<file path="src/hdl/assert_macros.svh">
// assertion macros shared by the lockout table rtl
// no dependencies; empty bodies under synthesis
`ifndef ASSERT_MACROS_SVH
`define ASSERT_MACROS_SVH
`ifndef SYNTHESIS
`define ASSERT_IMPL(label, clk, rst_n, prop) \
    label: assert property (@(posedge clk) disable iff (!rst_n) prop) \
        else $error("assertion failed");
`define ASSERT_NEVER(label, clk, rst_n, cond) \
    label: assert property (@(posedge clk) disable iff (!rst_n) !(cond)) \
        else $error("forbidden condition");
`else
`define ASSERT_IMPL(label, clk, rst_n, prop)
`define ASSERT_NEVER(label, clk, rst_n, cond)
`endif
`endif

</file>
<file path="src/hdl/crlt_pkg.sv">
// shared types and constants for the crash rate lockout table
// no dependencies
package crlt_pkg;
    localparam int unsigned ENTRIES_DEF = 64;
    localparam logic [31:0] EXPIRY_RESET = 32'd120;
    localparam logic [31:0] SUSPEND_RESET = 32'd600;
    localparam logic [7:0] MAX_RESET = 8'd5;
    localparam int unsigned TIME_W = 41;
    localparam int unsigned KEY_W = 112;
    localparam int unsigned QDEPTH = 2;

    typedef enum logic [1:0] {
        OP_CRASH = 2'd0,
        OP_CHECK = 2'd1,
        OP_REMOVE = 2'd2,
        OP_NONE = 2'd3
    } op_t;

    typedef enum logic [1:0] {
        ST_ALLOW = 2'd0,
        ST_DENY = 2'd1,
        ST_FULL = 2'd2
    } status_t;

    typedef enum logic [1:0] {
        REG_EXPIRY = 2'd0,
        REG_SUSPEND = 2'd1,
        REG_MAX = 2'd2
    } reg_idx_t;

    // classified command handed from front to back
    typedef struct packed {
        logic scan;          // needs a table scan
        op_t op;
        logic [KEY_W-1:0] key;
        logic [39:0] now;
    } cmd_t;

    typedef struct packed {
        logic [1:0] status;
        logic found;
        logic [7:0] crash_count;
        logic suspended_now;
    } result_t;
endpackage

</file>
<file path="src/hdl/crlt_front.sv">
// front end: accepts transactions, classifies them, queues commands
// depends on crlt_pkg
module crlt_front (
    input logic clk,
    input logic rst_n,
    input logic push,
    output logic full,
    input logic [1:0] op,
    input logic guard_active,
    input logic [31:0] user_id,
    input logic [63:0] file_id,
    input logic [15:0] mount_id,
    input logic [39:0] now,
    output logic cmd_valid,
    input logic cmd_take,
    output crlt_pkg::cmd_t cmd
);
    import crlt_pkg::*;
    localparam int unsigned PW = $clog2(QDEPTH);

    cmd_t q_reg [QDEPTH];
    logic [PW-1:0] wp_reg, rp_reg;
    logic [PW:0] cnt_reg;
    cmd_t c;
    logic acc;

    always_comb
    begin
        c.op = op_t'(op);
        c.key = {user_id, file_id, mount_id};
        c.now = now;
        // guard off makes crash and check a no-op; op 3 is a no-op
        c.scan = (op == OP_REMOVE) ||
            (guard_active && (op == OP_CRASH || op == OP_CHECK));
    end

    assign full = (cnt_reg == (PW+1)'(QDEPTH));
    assign acc = push && !full;
    assign cmd_valid = (cnt_reg != '0);
    assign cmd = q_reg[rp_reg];

    always_ff @(posedge clk)
    begin
        if (acc)
            q_reg[wp_reg] <= c;
    end

    always_ff @(posedge clk or negedge rst_n)
    begin
        if (!rst_n)
        begin
            wp_reg <= '0;
            rp_reg <= '0;
            cnt_reg <= '0;
        end
        else
        begin
            if (acc)
                wp_reg <= wp_reg + 1'b1;
            if (cmd_take && cmd_valid)
                rp_reg <= rp_reg + 1'b1;
            cnt_reg <= cnt_reg + (PW+1)'(acc) - (PW+1)'(cmd_take && cmd_valid);
        end
    end
endmodule

</file>
<file path="config.mk">
export PLATFORM = sky130hd
export DESIGN_NAME = crlt_front
export DESIGN_NICKNAME = d
export VERILOG_FILES = /design/src/hdl/assert_macros.svh /design/src/hdl/crlt_pkg.sv /design/src/hdl/crlt_front.sv
export SDC_FILE = /design/constraint.sdc
export NUM_CORES = 1
export LEC_CHECK = 0
export BUFFER_PORTS_ARGS = -buffer_cell sky130_fd_sc_hd__buf_2
export CAP_MARGIN = 20
export CORE_UTILIZATION = 25
export DETAILED_ROUTE_END_ITERATION = 12
export MAX_ROUTING_LAYER = met4
export PLACE_DENSITY = 0.54
export SLEW_MARGIN = 20
export SYNTH_ARGS = -nofsm -noshare
export SYNTH_HDL_FRONTEND = slang
export SYNTH_SLANG_ARGS = --single-unit
</file>
<file path="constraint.sdc">
create_clock -name clk -period 8.51 [get_ports clk]
set_input_delay 1.702 -clock clk [delete_from_list [all_inputs] [get_ports clk]]
set_output_delay 1.702 -clock clk [all_outputs]
set_load 0.05 [all_outputs]
</file>
; ---- Yosys cells after proc, flatten, opt, wreduce, memory -nomap -nowiden
; Memories as Yosys holds them, arrays and structs flattened.
; Cells that the tools add are included.
[op_classes]
eq_ne = 3
n_reduce_logical = 8
mux = 2
addsub = 4
[op_table]
columns = operator, n
row1 = $eq 2x2->1 const B, 2
row2 = $logic_and 1x1->1, 3
row3 = $add 1x1->1 const B, 2
row4 = $add 2x1->2, 1
row5 = $eq 2x1->1 const B, 1
row6 = $logic_not 2->1, 1
row7 = $logic_or 1x1->1, 2
row8 = $mux 1, 2
row9 = $reduce_bool 2->1, 1
row10 = $sub 2x1->2, 1
row11 = $logic_not 1->1, 1
[word_totals]
ff_bits = 4
memories = 1
mem_bits_rw = 310
input_bits = 159
word_cells = 21
out_inout_bits = 157
[memory_table]
columns = memory, words, word_bits, read_ports, rd_clocked_by_memory_dff, wr, line
row1 = q_reg, 2, 155, 1, 0, 1, crlt_front.sv:21  ; cmd_t q_reg [QDEPTH];

; ---- Logic depth before layout (Yosys ltp)
[logic_depth]
depth_word = 5
mapped_depth = 7
mapped_depth_nobuf = 7

; ---- Worst setup path after synthesis
; No wires, ideal clock.
[synth_path]
path_kind = input-to-reg
from = in push
to = mem q_reg[0][0] (netlist bit), enable pin
arrival_ns = 8.229
cell_stages = 2
setup_time_ns = 0.672
path_buffers = 0
slack_ns = -0.391
cell_sequence = nand2_1 > nor2_1
[synth_via]
elab_chain_cells = 3
[synth_lines]
columns = element, line
row1 = "start, declared", crlt_front.sv:6  ; input logic push,
row2 = $logic_and 1x1->1, crlt_front.sv:38  ; assign acc = push && !full;
row3 = $mux 1, crlt_front.sv:44  ; if (acc)
row4 = $mux 1 (implied by the code), crlt_front.sv:45  ; q_reg[wp_reg] <= c;
row5 = "end, declared", crlt_front.sv:21
; Every way passes these cells.

==> results.py <==
metrics = {
    "power": {
        "pwr-share-comb": 0.397,
        "pwr-share-seq": 0.370,
        "peakVddDrop_uv": 260,
        "p_per_area_mw_per_mm2": 412,
        "p_leak_uw": 0.00540,
        "swShare": 0.411,
        "p_clk_frac": 0.233,
        "p_int_uw": 3570,
        "switchingPower_uw": 2500,
    },
    "synthesis": {
        "ys_warn_count": 0,
        "synth_fp_nets": 663,
        "syn_area_sq_mm": 0.0115,
        "ys_ff_latch": 314,
        "syn_area_per_cell_sq_um": 22.8,
        "ys_types": 16,
        "syn-instance-count": 502,
        "yosysSeqAreaShare": 0.821,
    },
    "global_routing": {
        "grt_busiest_layer": "met2",
        "grt_pass1_wl_um": 36100,
        "grt_use_total": 0.106,
        "grt_pass1_vias": 6273,
        "use_met1": 0.113,
        "gr-usage-met3": 0.0368,
        "grt_max_degree": 64,
        "grt_overflow": 0,
        "grt_antenna_before_repair": 3,
        "met2_usage": 0.179,
    },
    "timing": {
        "finalCriticalPeriod_ns": 4.60,
        "setup_tns_ns": 0,
        "slew_headroom": 0.377,
        "setup_viol": 0,
        "tightest_slew_ns": 0.935,
        "rsz0062_at_grt": "false",
        "fin_crit_sh": 0.541,
        "drv_slew": 0,
        "hold_viol": 0,
        "timing.hold.ws_ns": 0.490,
        "fin_skew_ns": 0.0164,
        "fmax_mhz": 217,
    },
    "cts": {
        "cts_root_buffer": "clkbuf_16",
        "cts_sinks": 314,
        "ctsLongestPathBuffers": 3,
        "hold_buffers": 0,
        "numCtsBuffers": 36,
        "cts_tree": "done",
        "cts_setup_buffers": 0,
        "clock_latency_ns": 0.54,
        "cts_resized": 0,
        "htreeDepth": 2,
        "clk_pin_slew_ns": 0.06,
    },
    "final_layout": {
        "largest_reg_flops": 310,
        "layout-drive-gt1-share": 0.607,
        "final_util": 0.326,
        "fin_area_sq_mm": 0.0147,
        "fin_cells": 1473,
        "fin_nets": 1006,
        "regArea_sq_mm": 0.00941,
        "syn2layout_area_growth_pct": 28.7,
        "multi_input_area_sq_mm": 0.00186,
        "nFillCells": 4442,
    },
    "worst_setup_path": {
        "r2r_cells": 5,
        "r2r-end": "q_reg[0][49]",
        "worstSetupStartpointType": "flip-flop",
        "cp-startpoint": "rp_reg",
        "reg2reg_from": "cnt_reg[1]",
        "cp_data_required_time_ns": 6.81,
        "critical_path_peak_fanout": 63,
        "endpoint": "cmd[23]",
        "r2r_slack_ns": 5.54,
        "endpoint_kind": "output port",
        "critPathKind": "reg2out",
        "crit_arrival_ns": 2.90,
    },
    "route": {
        "firstDrtPassIters": 4,
        "vias": 5816,
        "vias_per_cell": 3.95,
        "drc": 0,
        "first_iter_violations": 245,
        "post_drt_wl_per_cell_um": 16.7,
        "ant_nets": 0,
        "wl_um": 24600,
    },
    "die": {
        "rows": 78,
        "start_util": 0.253,
        "die_area_sq_mm": 0.0467,
        "die_w_um": 216,
        "die_h_um": 216,
        "core-area_sq_mm": 0.0453,
        "io_pins": 316,
    },
    "placement": {
        "gp_congestion": 0.710,
        "io_buffers": 315,
        "place_area_sq_mm": 0.0137,
        "placed_cells": 1407,
        "place_hpwl_um": 15600,
    },
    "hold_path": {
        "hp-class": "reg2reg",
    },
    "flow_run": {
        "maxCapViolations": 0,
    },
    "run_status": {
        "outcome": "finished, final reports clean",
    },
}
placed cells by master (no fill, tap or decap), drive strengths merged:
master / count
buf: 322
edfxtp: 310
mux2: 155
clkbuf: 47
clkinv: 12
inv: 6
dfrtp: 4
diode: 3
xnor2: 3
ha: 2
or2: 1
and2: 1
or2b: 1
nand2: 1
nor2: 1
mux2i: 1
and3: 1
xor2: 1
bufinv: 1
cell type report:
cell class / count / share of cell area
flip-flops and latches: 314 / 0.638
inverters: 3 / 0.000764
well taps: 600 / 0.0509
multi-input cells: 168 / 0.126
diodes: 3 / 0.000509
clock buffers: 47 / 0.0653
repair buffers: 322 / 0.110
clock inverters: 16 / 0.00730
metal layers:
layer,wire length [um],vias to the layer above
met4,656,0
met2,12300,191
met1,9830,2885
li1,-,2698
met5,0,-
met3,1820,42
cell usage after synthesis:
cell / instances / share of area
xnor2_1: 3 / 0.0023
dfrtp_1: 4 / 0.0087
and2_2: 1 / 0.00066
buf_2: 1 / 0.00044
or2_2: 1 / 0.00055
mux2i_1: 1 / 0.00087
edfxtp_1: 310 / 0.81
nand2_1: 1 / 0.00033
xor2_1: 1 / 0.00076
nor2_1: 1 / 0.00033
or2b_1: 1 / 0.00066
mux2_2: 155 / 0.15
and3_1: 1 / 0.00055
inv_1: 3 / 0.00098
ha_1: 2 / 0.0022
buf_6: 16 / 0.016
logic make-up (layout without fill, tap and decap cells):
kind of cell | Yosys count | after routing | synth area share
other cells | 0 | 3 | 0
xor+xnor | 4 | 4 | 0.00306
mux | 156 | 156 | 0.153
buf+inv | 20 | 388 | 0.0171
fa+ha+maj | 2 | 2 | 0.00218
flops | 314 | 314 | 0.821
simple gates | 6 | 6 | 0.00306
worst max-delay path, stage by stage, from the launching register on:
cell,delay [ns]
dfrtp_4,1.01
buf_4,0.69
mux2_2,0.43
buf_2,0.22
power by group through the flow:
stage                     combinational [uW]  clock [uW]  sequential [uW]
after floorplan                         2000           0             2250
after global placement                  2450           0             2270
after detailed placement                2440           0             2290
after CTS                               2450        1470             2260
after global routing                    2520        1530             2290
final                                   2410        1420             2250
worst min path at each step:
| stage | depth (start not counted) | endpoint | slack, ns | startpoint |
|---|---|---|---|---|
| after floorplan | 1 | cnt_reg[1] | 0.45 | cnt_reg[1] |
| after global placement | 1 | cnt_reg[1] | 0.47 | cnt_reg[1] |
| after detailed placement | 1 | cnt_reg[1] | 0.48 | cnt_reg[1] |
| after CTS | 1 | cnt_reg[1] | 0.49 | cnt_reg[1] |
| after global routing | 1 | cnt_reg[1] | 0.52 | cnt_reg[1] |
| final | 1 | cnt_reg[1] | 0.49 | cnt_reg[1] |
metrics by stage:
stage	total power (uW)	worst slack [ns]
after floorplan	4250	2.23
after global placement	4720	4.30
after detailed placement	4730	4.28
after CTS	6180	3.72
after global routing	6330	3.66
final	6070	3.91
(Power assumes the default switching activity.)
